## src/hdl/otc_pkg.sv

```systemverilog
// Package: character codes, compound token codes and window/result types.
`timescale 1ns / 1ps

package otc_pkg;

    localparam int KIND_W = 10;

    // Trigger characters
    localparam logic [7:0] CH_EQ     = 8'h3D;  // =
    localparam logic [7:0] CH_BANG   = 8'h21;  // !
    localparam logic [7:0] CH_STAR   = 8'h2A;  // *
    localparam logic [7:0] CH_PCT    = 8'h25;  // %
    localparam logic [7:0] CH_CARET  = 8'h5E;  // ^
    localparam logic [7:0] CH_SLASH  = 8'h2F;  // /
    localparam logic [7:0] CH_LT     = 8'h3C;  // <
    localparam logic [7:0] CH_GT     = 8'h3E;  // >
    localparam logic [7:0] CH_PLUS   = 8'h2B;  // +
    localparam logic [7:0] CH_MINUS  = 8'h2D;  // -
    localparam logic [7:0] CH_AMP    = 8'h26;  // &
    localparam logic [7:0] CH_PIPE   = 8'h7C;  // |
    localparam logic [7:0] CH_DOLLAR = 8'h24;  // $
    localparam logic [7:0] CH_AT     = 8'h40;  // @
    localparam logic [7:0] CH_HASH   = 8'h23;  // #
    localparam logic [7:0] CH_DOT    = 8'h2E;  // .
    localparam logic [7:0] CH_COLON  = 8'h3A;  // :
    localparam logic [7:0] CH_BSLASH = 8'h5C;  // backslash
    localparam logic [7:0] CH_TILDE  = 8'h7E;  // ~
    localparam logic [7:0] CH_LPAREN = 8'h28;
    localparam logic [7:0] CH_RPAREN = 8'h29;
    localparam logic [7:0] CH_COMMA  = 8'h2C;
    localparam logic [7:0] CH_SEMI   = 8'h3B;
    localparam logic [7:0] CH_LBRACK = 8'h5B;
    localparam logic [7:0] CH_RBRACK = 8'h5D;
    localparam logic [7:0] CH_LBRACE = 8'h7B;
    localparam logic [7:0] CH_RBRACE = 8'h7D;
    localparam logic [7:0] CH_0      = 8'h30;
    localparam logic [7:0] CH_9      = 8'h39;

    // Compound token codes
    localparam logic [KIND_W-1:0] K_EQ_EQ   = 10'h30B;
    localparam logic [KIND_W-1:0] K_NE      = 10'h30C;
    localparam logic [KIND_W-1:0] K_LE      = 10'h30D;
    localparam logic [KIND_W-1:0] K_GE      = 10'h30E;
    localparam logic [KIND_W-1:0] K_SHL     = 10'h309;
    localparam logic [KIND_W-1:0] K_SHR     = 10'h30A;
    localparam logic [KIND_W-1:0] K_SHL_EQ  = 10'h312;
    localparam logic [KIND_W-1:0] K_SHR_EQ  = 10'h313;
    localparam logic [KIND_W-1:0] K_INC     = 10'h305;
    localparam logic [KIND_W-1:0] K_DEC     = 10'h306;
    localparam logic [KIND_W-1:0] K_ARROW   = 10'h328;
    localparam logic [KIND_W-1:0] K_ADD_EQ  = 10'h319;
    localparam logic [KIND_W-1:0] K_SUB_EQ  = 10'h31A;
    localparam logic [KIND_W-1:0] K_LAND    = 10'h30F;
    localparam logic [KIND_W-1:0] K_LOR     = 10'h310;
    localparam logic [KIND_W-1:0] K_AND_EQ  = 10'h316;
    localparam logic [KIND_W-1:0] K_OR_EQ   = 10'h317;
    localparam logic [KIND_W-1:0] K_MUL_EQ  = 10'h314;
    localparam logic [KIND_W-1:0] K_MOD_EQ  = 10'h322;
    localparam logic [KIND_W-1:0] K_XOR_EQ  = 10'h318;
    localparam logic [KIND_W-1:0] K_DIV_EQ  = 10'h315;
    localparam logic [KIND_W-1:0] K_ELLIPSIS = 10'h324;
    localparam logic [KIND_W-1:0] K_SCOPE   = 10'h308;

    typedef struct packed {
        logic [7:0] byte_now;
        logic [7:0] byte_next;
        logic [7:0] byte_after;
        logic [1:0] bytes_left;
        logic       in_asm_block;
    } t_window;

    typedef struct packed {
        logic              is_operator;
        logic [KIND_W-1:0] token_kind;
        logic [1:0]        token_length;
    } t_token;

endpackage

```

## src/hdl/otc_match.sv

```systemverilog
// Longest-match operator classifier over one three-byte window.
`timescale 1ns / 1ps

module otc_match (
    input  otc_pkg::t_window i_win,
    input  logic             i_multi_colon,
    output otc_pkg::t_token  o_tok
);
    import otc_pkg::*;

    logic [7:0]        c;
    logic [7:0]        n1;
    logic [7:0]        n2;
    logic [KIND_W-1:0] single;

    // Lookahead past the end reads as zero
    assign c      = i_win.byte_now;
    assign n1     = (i_win.bytes_left >= 2'd2) ? i_win.byte_next  : 8'h00;
    assign n2     = (i_win.bytes_left == 2'd3) ? i_win.byte_after : 8'h00;
    assign single = {2'b00, c};

    always_comb begin
        t_token one;
        t_token none;
        one  = '{is_operator: 1'b1, token_kind: single, token_length: 2'd1};
        none = '{is_operator: 1'b0, token_kind: '0, token_length: 2'd0};
        o_tok = none;
        if (i_win.bytes_left != 2'd0) begin
            case (c)
                CH_EQ:    o_tok = (n1 == CH_EQ) ? '{1'b1, K_EQ_EQ, 2'd2} : one;
                CH_BANG:  o_tok = (n1 == CH_EQ) ? '{1'b1, K_NE, 2'd2} : one;
                CH_STAR:  o_tok = (n1 == CH_EQ) ? '{1'b1, K_MUL_EQ, 2'd2} : one;
                CH_PCT:   o_tok = (n1 == CH_EQ) ? '{1'b1, K_MOD_EQ, 2'd2} : one;
                CH_CARET: o_tok = (n1 == CH_EQ) ? '{1'b1, K_XOR_EQ, 2'd2} : one;
                CH_SLASH: o_tok = (n1 == CH_EQ) ? '{1'b1, K_DIV_EQ, 2'd2} : one;
                CH_LT: begin
                    if (n1 == CH_EQ)      o_tok = '{1'b1, K_LE, 2'd2};
                    else if (n1 == CH_LT) o_tok = (n2 == CH_EQ) ? '{1'b1, K_SHL_EQ, 2'd3}
                                                                : '{1'b1, K_SHL, 2'd2};
                    else                  o_tok = one;
                end
                CH_GT: begin
                    if (n1 == CH_EQ)      o_tok = '{1'b1, K_GE, 2'd2};
                    else if (n1 == CH_GT) o_tok = (n2 == CH_EQ) ? '{1'b1, K_SHR_EQ, 2'd3}
                                                                : '{1'b1, K_SHR, 2'd2};
                    else                  o_tok = one;
                end
                CH_PLUS: begin
                    if (n1 == CH_PLUS)    o_tok = '{1'b1, K_INC, 2'd2};
                    else if (n1 == CH_EQ) o_tok = '{1'b1, K_ADD_EQ, 2'd2};
                    else                  o_tok = one;
                end
                CH_MINUS: begin
                    if (n1 == CH_MINUS)   o_tok = '{1'b1, K_DEC, 2'd2};
                    else if (n1 == CH_GT) o_tok = '{1'b1, K_ARROW, 2'd2};
                    else if (n1 == CH_EQ) o_tok = '{1'b1, K_SUB_EQ, 2'd2};
                    else                  o_tok = one;
                end
                CH_AMP: begin
                    if (n1 == CH_AMP)     o_tok = '{1'b1, K_LAND, 2'd2};
                    else if (n1 == CH_EQ) o_tok = '{1'b1, K_AND_EQ, 2'd2};
                    else                  o_tok = one;
                end
                CH_PIPE: begin
                    if (n1 == CH_PIPE)    o_tok = '{1'b1, K_LOR, 2'd2};
                    else if (n1 == CH_EQ) o_tok = '{1'b1, K_OR_EQ, 2'd2};
                    else                  o_tok = one;
                end
                CH_DOLLAR, CH_AT, CH_HASH: begin
                    if (i_win.in_asm_block) o_tok = one;
                end
                CH_DOT: begin
                    // a digit after the dot starts a number; ".." needs a third dot
                    if (n1 inside {[CH_0:CH_9]}) o_tok = none;
                    else if (n1 == CH_DOT)  o_tok = (n2 == CH_DOT) ? '{1'b1, K_ELLIPSIS, 2'd3}
                                                                   : none;
                    else                    o_tok = one;
                end
                CH_COLON: begin
                    if (i_multi_colon && n1 == CH_COLON) o_tok = '{1'b1, K_SCOPE, 2'd2};
                    else                                 o_tok = one;
                end
                CH_BSLASH, CH_TILDE, CH_LPAREN, CH_RPAREN, CH_COMMA, CH_SEMI,
                CH_LBRACK, CH_RBRACK, CH_LBRACE, CH_RBRACE: o_tok = one;
                default: o_tok = none;
            endcase
        end
    end

endmodule

```

## src/hdl/operator_token_classifier_top.sv

```systemverilog
// Top level: input register, operator classifier, result register.
`timescale 1ns / 1ps
//
//  channel   direction  handshake                     payload
//  request   in         start & !busy                 i_byte_now, i_byte_next, i_byte_after,
//                                                     i_bytes_left, i_in_asm_block
//  result    out        o_valid (one-cycle strobe)    o_is_operator, o_token_kind,
//                                                     o_token_length
//  config    in         i_cfg_wr_en                   i_cfg_wr_data (multi-colon mode)
//
//  One request per cycle; each result strobes once its request has passed the input
//  register, the classifier logic and the result register.
//  busy is always low: nothing in the block holds a request off.
//  Synchronous active-low reset clears the valid flags and multi-colon mode.
//  The receiver cannot stall; a result is shown for exactly one cycle.

module operator_token_classifier_top (
    input  logic                         i_clk,
    input  logic                         i_rst_n,
    input  logic                         start,
    output logic                         busy,
    input  logic [7:0]                   i_byte_now,
    input  logic [7:0]                   i_byte_next,
    input  logic [7:0]                   i_byte_after,
    input  logic [1:0]                   i_bytes_left,
    input  logic                         i_in_asm_block,
    input  logic                         i_cfg_wr_en,
    input  logic                         i_cfg_wr_data,
    output logic                         o_valid,
    output logic                         o_is_operator,
    output logic [otc_pkg::KIND_W-1:0]   o_token_kind,
    output logic [1:0]                   o_token_length
);
    import otc_pkg::*;

    logic    r_multi_colon;
    logic    r_in_valid;
    t_window r_win;
    t_window n_win;
    t_token  n_tok;
    logic    r_out_valid;
    t_token  r_tok;

    assign busy  = 1'b0;
    assign n_win = '{byte_now: i_byte_now, byte_next: i_byte_next,
                     byte_after: i_byte_after, bytes_left: i_bytes_left,
                     in_asm_block: i_in_asm_block};

    always_ff @(posedge i_clk) begin
        if (!i_rst_n) begin
            r_multi_colon <= 1'b0;
            r_in_valid    <= 1'b0;
            r_out_valid   <= 1'b0;
        end else begin
            if (i_cfg_wr_en) r_multi_colon <= i_cfg_wr_data;
            r_in_valid  <= start && !busy;
            r_out_valid <= r_in_valid;
        end
    end

    // payload registers advance every cycle
    always_ff @(posedge i_clk) begin
        r_win <= n_win;
        r_tok <= n_tok;
    end

    otc_match u_match (
        .i_win         (r_win),
        .i_multi_colon (r_multi_colon),
        .o_tok         (n_tok)
    );

    assign o_valid        = r_out_valid;
    assign o_is_operator  = r_tok.is_operator;
    assign o_token_kind   = r_tok.token_kind;
    assign o_token_length = r_tok.token_length;

endmodule

```

## config.mk

```make
export PLATFORM = sky130hd
export DESIGN_NAME = operator_token_classifier_top
export DESIGN_NICKNAME = d
export VERILOG_FILES = /design/src/hdl/otc_pkg.sv /design/src/hdl/otc_match.sv /design/src/hdl/operator_token_classifier_top.sv
export SDC_FILE = /design/constraint.sdc
export NUM_CORES = 1
export LEC_CHECK = 0
export BUFFER_PORTS_ARGS = -buffer_cell sky130_fd_sc_hd__buf_2
export CORE_UTILIZATION = 30
export CTS_BUF_LIST = sky130_fd_sc_hd__clkbuf_16
export CTS_CLUSTER_SIZE = 28
export DETAILED_ROUTE_END_ITERATION = 16
export GPL_TIMING_DRIVEN = 0
export PLACE_DENSITY = 0.58
export SETUP_SLACK_MARGIN = 0.02
export SYNTH_ARGS = -nofsm -noshare
export SYNTH_HDL_FRONTEND = slang
export SYNTH_SLANG_ARGS = --single-unit
```

## constraint.sdc

```tcl
create_clock -name i_clk -period 7.4 [get_ports i_clk]
set_clock_uncertainty 0.15 [all_clocks]
set_input_delay 1.48 -clock i_clk [delete_from_list [all_inputs] [get_ports i_clk]]
set_output_delay 1.48 -clock i_clk [all_outputs]
set_load 0.05 [all_outputs]
```

==> summary.txt, run 1 <==
Die
  • Core area: 7214 um^2
  • Die X: between 80 and 90 um
  • Die Y: just under 90 um
  • Die area: approximately 7800 um^2
  • Initial Util: between 30 and 40%
  • # rows: 31
  • Io pins: 47

Synth
  • Number of synthesized flops with an enable pin: 0
  • Post-synth ARST share: 0%
  • Post-synth top flop: dfxtp_1
  • Cells after synthesis: 254
  • Post-synthesis register bit count: ~40
  • YS warnings: 0
  • Yosys cell types: 63
  • Seq/Total Area, Yosys: a little under two fifths
  • Mapped Area: 2225 um^2
  • Syn_area_per_cell: 8.758 um^2

Placement
  • Place WS: approximately 4.6 ns
  • Gpl congestion: between 0.9 and 1
  • Input/output buffers: 45
  • DP Cell Count: 399
  • Hpwl dp: ~4800 um
  • Placed cell area: around 2600 um^2

Clocking
  • Reg clk slew, reported paths: roughly 0.06 ns
  • CTS resizes: 0
  • Clk_lat worst skew: between 0.2 and 0.3 ns
  • Clock Tree Root: clkbuf_16
  • Inserted Clock Buffers: 5
  • CTS tree: done
  • CTS Sinks: 41
  • Post-CTS Hold Fix Bufs: 0
  • # H-tree levels: 2
  • Worst-case clock buffer depth: 2
  • Postcts setup bufs: 0

Pwr
  • Pwr per Cell Area: between 150 and 200 nW/um^2
  • Total power: roughly 0.54 mW
  • Sequential share of power: roughly 44%
  • P_leak: approximately 1.1 nW
  • Internal Power: roughly 0.41 mW
  • NetSw: 0.1248 mW
  • Worst VDD drop: approximately 0.00011 V
  • Clock share of power: 46.7%
  • Combinational share of power: under 10%
  • Switching Share: 23.31%

STA
  • Worst hold margin: ~0.28 ns
  • Final number of max-transition violations: 0
  • Final WS setup: roughly 4.4 ns
  • Max Clk Rate: around 0.34 GHz
  • Post-layout min period: slightly below 3 ns
  • Tcrit/Tclk final: about two fifths
  • Final Hold Fails: 0
  • Max_slew headroom: between 30 and 40%
  • RSZ-0062 raised after global routing: false
  • Slew at the pin closest to its max-slew limit: roughly 0.94 ns
  • Setup TNS: 0 ns
  • Final Setup Violations: 0

Finish
  • Fill count: about 800
  • Post-layout util: a little under two fifths
  • Number of diodes: 0
  • Final Cell Area: about 2700 um^2
  • Non-Filler Instances: 407
  • Storage cell area: 820.8 um^2
  • Multi-input logic area: ~1300 um^2
  • Layout cell share with drive strength beyond 1: 24.35%
  • Final Net Count: around 340
  • Area Overhead vs Synth: 23.57%

Setup path
  • Arrival time worst endpoint: slightly above 3 ns
  • Crit Path Max Fanout: 10
  • Crit path capture type: flop
  • Setup crit start kind: flop
  • Critical path class: reg -> reg
  • CP Data Required Time: 7.46 ns

Global route
  • Met3 usage: 4.336%
  • Most Used Layer, Global Route: met2
  • Total gr overflow: 0
  • First-pass GRT wire length: roughly 10,000 um
  • Gr usage total: between 10% and 20%
  • Met2 Resource Use GR: a little over a quarter
  • Largest net degree at the start of global routing: 15
  • Initial antenna violation count: 0
  • Vias in the first global route: slightly above 2,000
  • GR Util met1: ~24%

Drt
  • DRT Pass-1 Iters: 7
  • Via count: ~2,300
  • Total wire length after detailed routing: ~6400 um
  • Post-route antenna net violation count: 0
  • Mean number of vias per cell: ~5.6
  • Initial DRC Count: approximately 270
  • WL/cell: 15.84 um
  • Drc violations: 0

Flow run
  • Max cap viols: 0

Outcome
  • Status: completed

Hold path
  • Hold WC Path Type: reg -> reg
power groups by stage:
| stage | Clock [mW] | Combinational [mW] | Sequential, mW |
|---|---|---|---|
| 2_1_floorplan | 0 | 0.0289 | 0.243 |
| 3_3_place_gp | 0 | 0.0466 | 0.242 |
| 3_5_place_dp | 0 | 0.0468 | 0.243 |
| 4_1_cts | 0.258 | 0.0469 | 0.238 |
| 5_1_grt | 0.269 | 0.0519 | 0.239 |
| 6_report | 0.250 | 0.0474 | 0.238 |
layout make-up:
class                   count  share of cell area (%)
inverters                   3                  0.4096
plain buffers              14                   3.323
well taps                  99                   4.506
clock buffers               5                   4.552
flip-flops and latches     41                   29.86
clock inverters             3                   1.684
multi-input cells         197                   47.47
repair buffers             45                   8.193
synth_stat cells (all sizes together), types with 3 or more instances:
cell type,number,share of area [%]
dfxtp,41,37
nand2,18,3.0
nor2,18,3.0
o21ai,17,3.8
nor3,12,2.7
a21oi,11,2.5
buf,9,3.2
nand3,9,2.0
nand2b,8,2.2
a211oi,6,2.0
o31ai,6,2.0
and2,5,1.4
clkbuf,5,0.90
nand4,5,1.7
nor4,5,1.4
or3,5,1.6
a2111oi,4,1.9
a31oi,4,1.1
o211ai,4,1.6
a41oi,3,1.2
and3b,3,1.2
and4b,3,1.3
inv,3,0.51
nand3b,3,1.0
nand4b,3,1.2
nor2b,3,0.84
nor3b,3,1.0
nor4bb,3,1.3
sequential cells by signal (all words and copies together), names as in the netlist:
signal / flops
o_token_kind: 9
o_valid: 1
r_multi_colon: 1
r_win: 27
o_token_length: 1
o_is_operator: 1
r_in_valid: 1
final timing paths:
check	slack, ns	endpoint	cells past startpoint	start
setup / recovery	4.43	o_token_kind[5]	8	r_win[23]
hold / removal	0.28	o_valid	1	r_in_valid
setup reg to reg	4.43	o_token_kind[5]	8	r_win[23]
hold reg to reg	0.28	o_valid	1	r_in_valid
logic make-up after synthesis:
logic type	share of synthesized area, %
simple gates	33.24
compound gates	24.24
flops	36.90
buf+inv	4.611
xor+xnor	0.3938
mux	0.4500
other cells	0.1686
placed cells by master, fill, tap and decap left out, types with 5 or more instances in the layout:
cell type	n
o31ai_1	6
nor2_1	18
o21ai_0	17
nand2b_1	8
a211oi_1	6
nand3_1	9
nor3_1	12
dfxtp_1	41
nor4_1	5
and2_1	5
a21oi_1	11
nand2_1	18
buf_2	48
clkbuf_16	5
layer usage:
metal	wire, um	up-vias
li1	-	1086
met1	2904	1047
met2	2806	121
met3	527	23
met4	208	0
met5	0	-
critical path, stage by stage, from the launching register on:
cell and delay [ns]:
dfxtp_1 0.30, clkbuf_2 0.17, or4b_4 0.52, buf_6 0.16
nor3_1 0.64, nand2_1 0.26, a31oi_1 0.28, a41oi_1 0.12
a311oi_2 0.30
No activity file was read; power rests on OpenSTA's default activity.
==> run 2, diff against run 1 <==
--- a/config.mk
+++ b/config.mk
@@ -11,7 +11,7 @@
 export CTS_CLUSTER_SIZE = 28
 export DETAILED_ROUTE_END_ITERATION = 16
 export GPL_TIMING_DRIVEN = 0
-export PLACE_DENSITY = 0.58
+export PLACE_DENSITY = 0.6
 export SETUP_SLACK_MARGIN = 0.02
 export SYNTH_ARGS = -nofsm -noshare
 export SYNTH_HDL_FRONTEND = slang
==> constraint.sdc (replaced) <==
create_clock -name i_clk -period 2.7 [get_ports i_clk]
set_clock_uncertainty 0.15 [all_clocks]
set_input_delay 0.54 -clock i_clk [delete_from_list [all_inputs] [get_ports i_clk]]
set_output_delay 0.54 -clock i_clk [all_outputs]
set_load 0.05 [all_outputs]
==> summary.txt, run 2 (synthesis results as in run 1) <==
STA
  • Max Clk Rate: 0.3823 GHz (+14%)
  • Tcrit/Tclk final: 96.89% (+57 points)
  • Final Hold Fails: 0 (unchanged)
  • Final WS setup: 0.08408 ns (-4.344 ns)
  • RSZ-0062 raised after global routing: false
  • Final Setup Violations: 0 (unchanged)
  • Post-layout min period: 2.616 ns (-0.3560 ns)
  • Final number of max-transition violations: 0 (unchanged)
  • Setup TNS: 0 ns (unchanged)
  • Worst hold margin: 0.1975 ns (-0.08240 ns)
  • Slew at the pin closest to its max-slew limit: 0.8548 ns (-0.08133 ns)
  • Max_slew headroom: 42.49% (+5.4 points)

Global route
  • Gr usage total: 17.91% (-0.088 points)
  • First-pass GRT wire length: 10,430 um (-0.40%)
  • Initial antenna violation count: 0 (unchanged)
  • Largest net degree at the start of global routing: 15 (unchanged)
  • Total gr overflow: 0 (unchanged)
  • Vias in the first global route: 2,000 (-0.89%)

Finish
  • Max reg flops: 27 (unchanged)
  • Number of diodes: 0 (unchanged)
  • Most frequent cells in the layout: buf_2, dfxtp_1, nand2_1, o21ai_0, nor2_1
  • Fill count: 756 (-3.6%)
  • Final Net Count: 343 (+1.2%)
  • Layout cell share with drive strength beyond 1: 31.41% (+7.1 points)
  • Commonest non-fill, non-tap cell in the layout: buf_2
  • Multi-input logic area: 1415 um^2 (+8.4%)
  • Area Overhead vs Synth: 31.55%
  • Most flops, register: r_win
  • Storage cell area: 825.8 um^2 (+0.61%)
  • Non-Filler Instances: 411 (+0.98%)

Outcome
  • Status: complete, but fails checks
  • Failing checks: design-rule violations

Clocking
  • Inserted Clock Buffers: 5 (unchanged)
  • Post-CTS Hold Fix Bufs: 0 (unchanged)
  • Worst-case clock buffer depth: 2 (unchanged)
  • Clk_lat worst skew: 0.29 ns (about the same)
  • Reg clk slew, reported paths: 0.06 ns (about the same)
  • # H-tree levels: 2 (unchanged)
  • Clock Tree Root: clkbuf_16
  • CTS tree: done
  • CTS Sinks: 41 (unchanged)

Setup path
  • Buf/Inv on CP: 1 (-1)
  • Worst path cell trace: or4b_4, buf_6, nor3_2, nand2_1, a31oi_1, a41oi_1, a311oi_2
  • FF-to-FF End: o_token_kind[5]
  • RR Startpoint: r_win[26]
  • Critical path's slowest cell: or4b_4
  • CP top delay family: simple AND/OR/NAND/NOR gates
  • Arrival time worst endpoint: 2.67 ns (-0.36 ns)
  • Setup crit start kind: flop
  • CP Data Required Time: 2.76 ns (-4.70 ns)
  • R2R cell count: 7 (-1)
  • CP max stage delay: 0.56 ns (-0.08 ns)
  • Critical path class: reg -> reg
  • Crit Path Max Fanout: 10 (unchanged)
  • Crit path capture type: flop
  • R2R setup slack: 0.08 ns (-4.34 ns)

Hold path
  • Hold Path Depth: 1 (unchanged)
  • Hold WC Path Type: in -> reg
  • Hold Path End: r_win[20]
  • Min-delay src: i_byte_now[1]

Die
  • Initial Util: 30.84% (unchanged)
  • Core area: 7214 um^2 (unchanged)
  • Die Y: 88.11 um (unchanged)
  • Die area: 7763 um^2 (unchanged)
  • Io pins: 47 (unchanged)
  • # rows: 31 (unchanged)
  • Die X: 88.11 um (unchanged)

Drt
  • Post-route antenna net violation count: 0 (unchanged)
  • WL/cell: 16.57 um (+4.6%)
  • Total wire length after detailed routing: 6809 um (+5.6%)
  • Mean number of vias per cell: 5.715 (+2.2%)
  • Drc violations: 2 (+2)
  • Via count: 2,349 (+3.2%)
  • Initial DRC Count: 347 (+29%)
  • DRT Pass-1 Iters: 11 (+4)

Pwr
  • NetSw: 0.3561 mW (+190%)
  • Combinational share of power: 9.1% (+0.3 points)
  • Total power: 1.587 mW (+200%)
  • Sequential share of power: 41.4% (-3.0 points)
  • Switching Share: 22.45% (-0.87 points)
  • P_leak: 1.158 nW (+5.1%)
  • Worst VDD drop: 0.0003251 V (+180%)
  • Pwr per Cell Area: 542.1 nW/um^2 (+180%)
  • Clock share of power: 49.5% (+2.8 points)
  • Internal Power: 1.231 mW (+200%)

Placement
  • Gpl congestion: 0.9452 (+4.4%)
  • Hpwl dp: 4737 um (-1.6%)
  • DP Cell Count: 399 (unchanged)
  • Input/output buffers: 45 (unchanged)
  • Place WS: -0.1309 ns (-4.708 ns)

Flow run
  • Max cap viols: 0 (unchanged)
run 2: power by group through the flow:
stage / registers, mW / clock network [mW] / logic [mW]
6_report: 0.658 / 0.785 / 0.144
5_1_grt: 0.661 / 0.837 / 0.154
4_1_cts: 0.654 / 0.807 / 0.136
3_5_place_dp: 0.665 / 0 / 0.129
3_3_place_gp: 0.664 / 0 / 0.128
2_1_floorplan: 0.667 / 0 / 0.0792
run 2: through the flow:
step           util (%)  cell area [um^2]
5_1_grt           40.57              2927
3_5_place_dp      35.73              2577
6_report          40.57              2927
3_3_place_gp      35.73              2577
2_1_floorplan         -              2228
4_1_cts           39.56              2854
run 2: worst max path at each step:
| stage | from | end | cells after the start |
|---|---|---|---|
| 2_1_floorplan | r_win[19] | o_token_kind[5] | 7 |
| 3_3_place_gp | r_win[23] | o_token_kind[5] | 8 |
| 3_5_place_dp | r_win[23] | o_token_kind[5] | 8 |
| 4_1_cts | r_win[21] | o_token_kind[4] | 7 |
| 5_1_grt | r_win[19] | o_token_kind[3] | 7 |
| 6_report | r_win[26] | o_token_kind[5] | 7 |
run 2: cell type report:
cell class	instances	area share [%]
multi-input combinational	198	48.35
sequential	41	28.22
timing repair buffer	50	8.978
clock buffer	5	4.275
tap	99	4.233
buffer	12	3.206
clock inverter	3	2.351
inverter	3	0.3848
run 2: layer usage:
layer | track usage [%] | part of all wire [%]
met3 | 4.053 | 9.5
met5 | 0 | 0
met4 | 10.41 | 4.9
met1 | 23.70 | 43
met2 | 26.64 | 43
run 2: repair_timing:
| item | in CTS | in global routing |
|---|---|---|
| pin swaps | 3 | 3 |
| cloned | 1 | 0 |
| endpoints found under the setup margin | 9 | 9 |
| resized for setup | 7 | 21 |
| buffers inserted | 3 | 2 |
run 2: worst register-to-register path, stage by stage (launching register included):
cell,delay (ns)
dfxtp_2,0.37
or4b_4,0.56
buf_6,0.16
nor3_2,0.41
nand2_1,0.24
a31oi_1,0.23
a41oi_1,0.11
a311oi_2,0.30
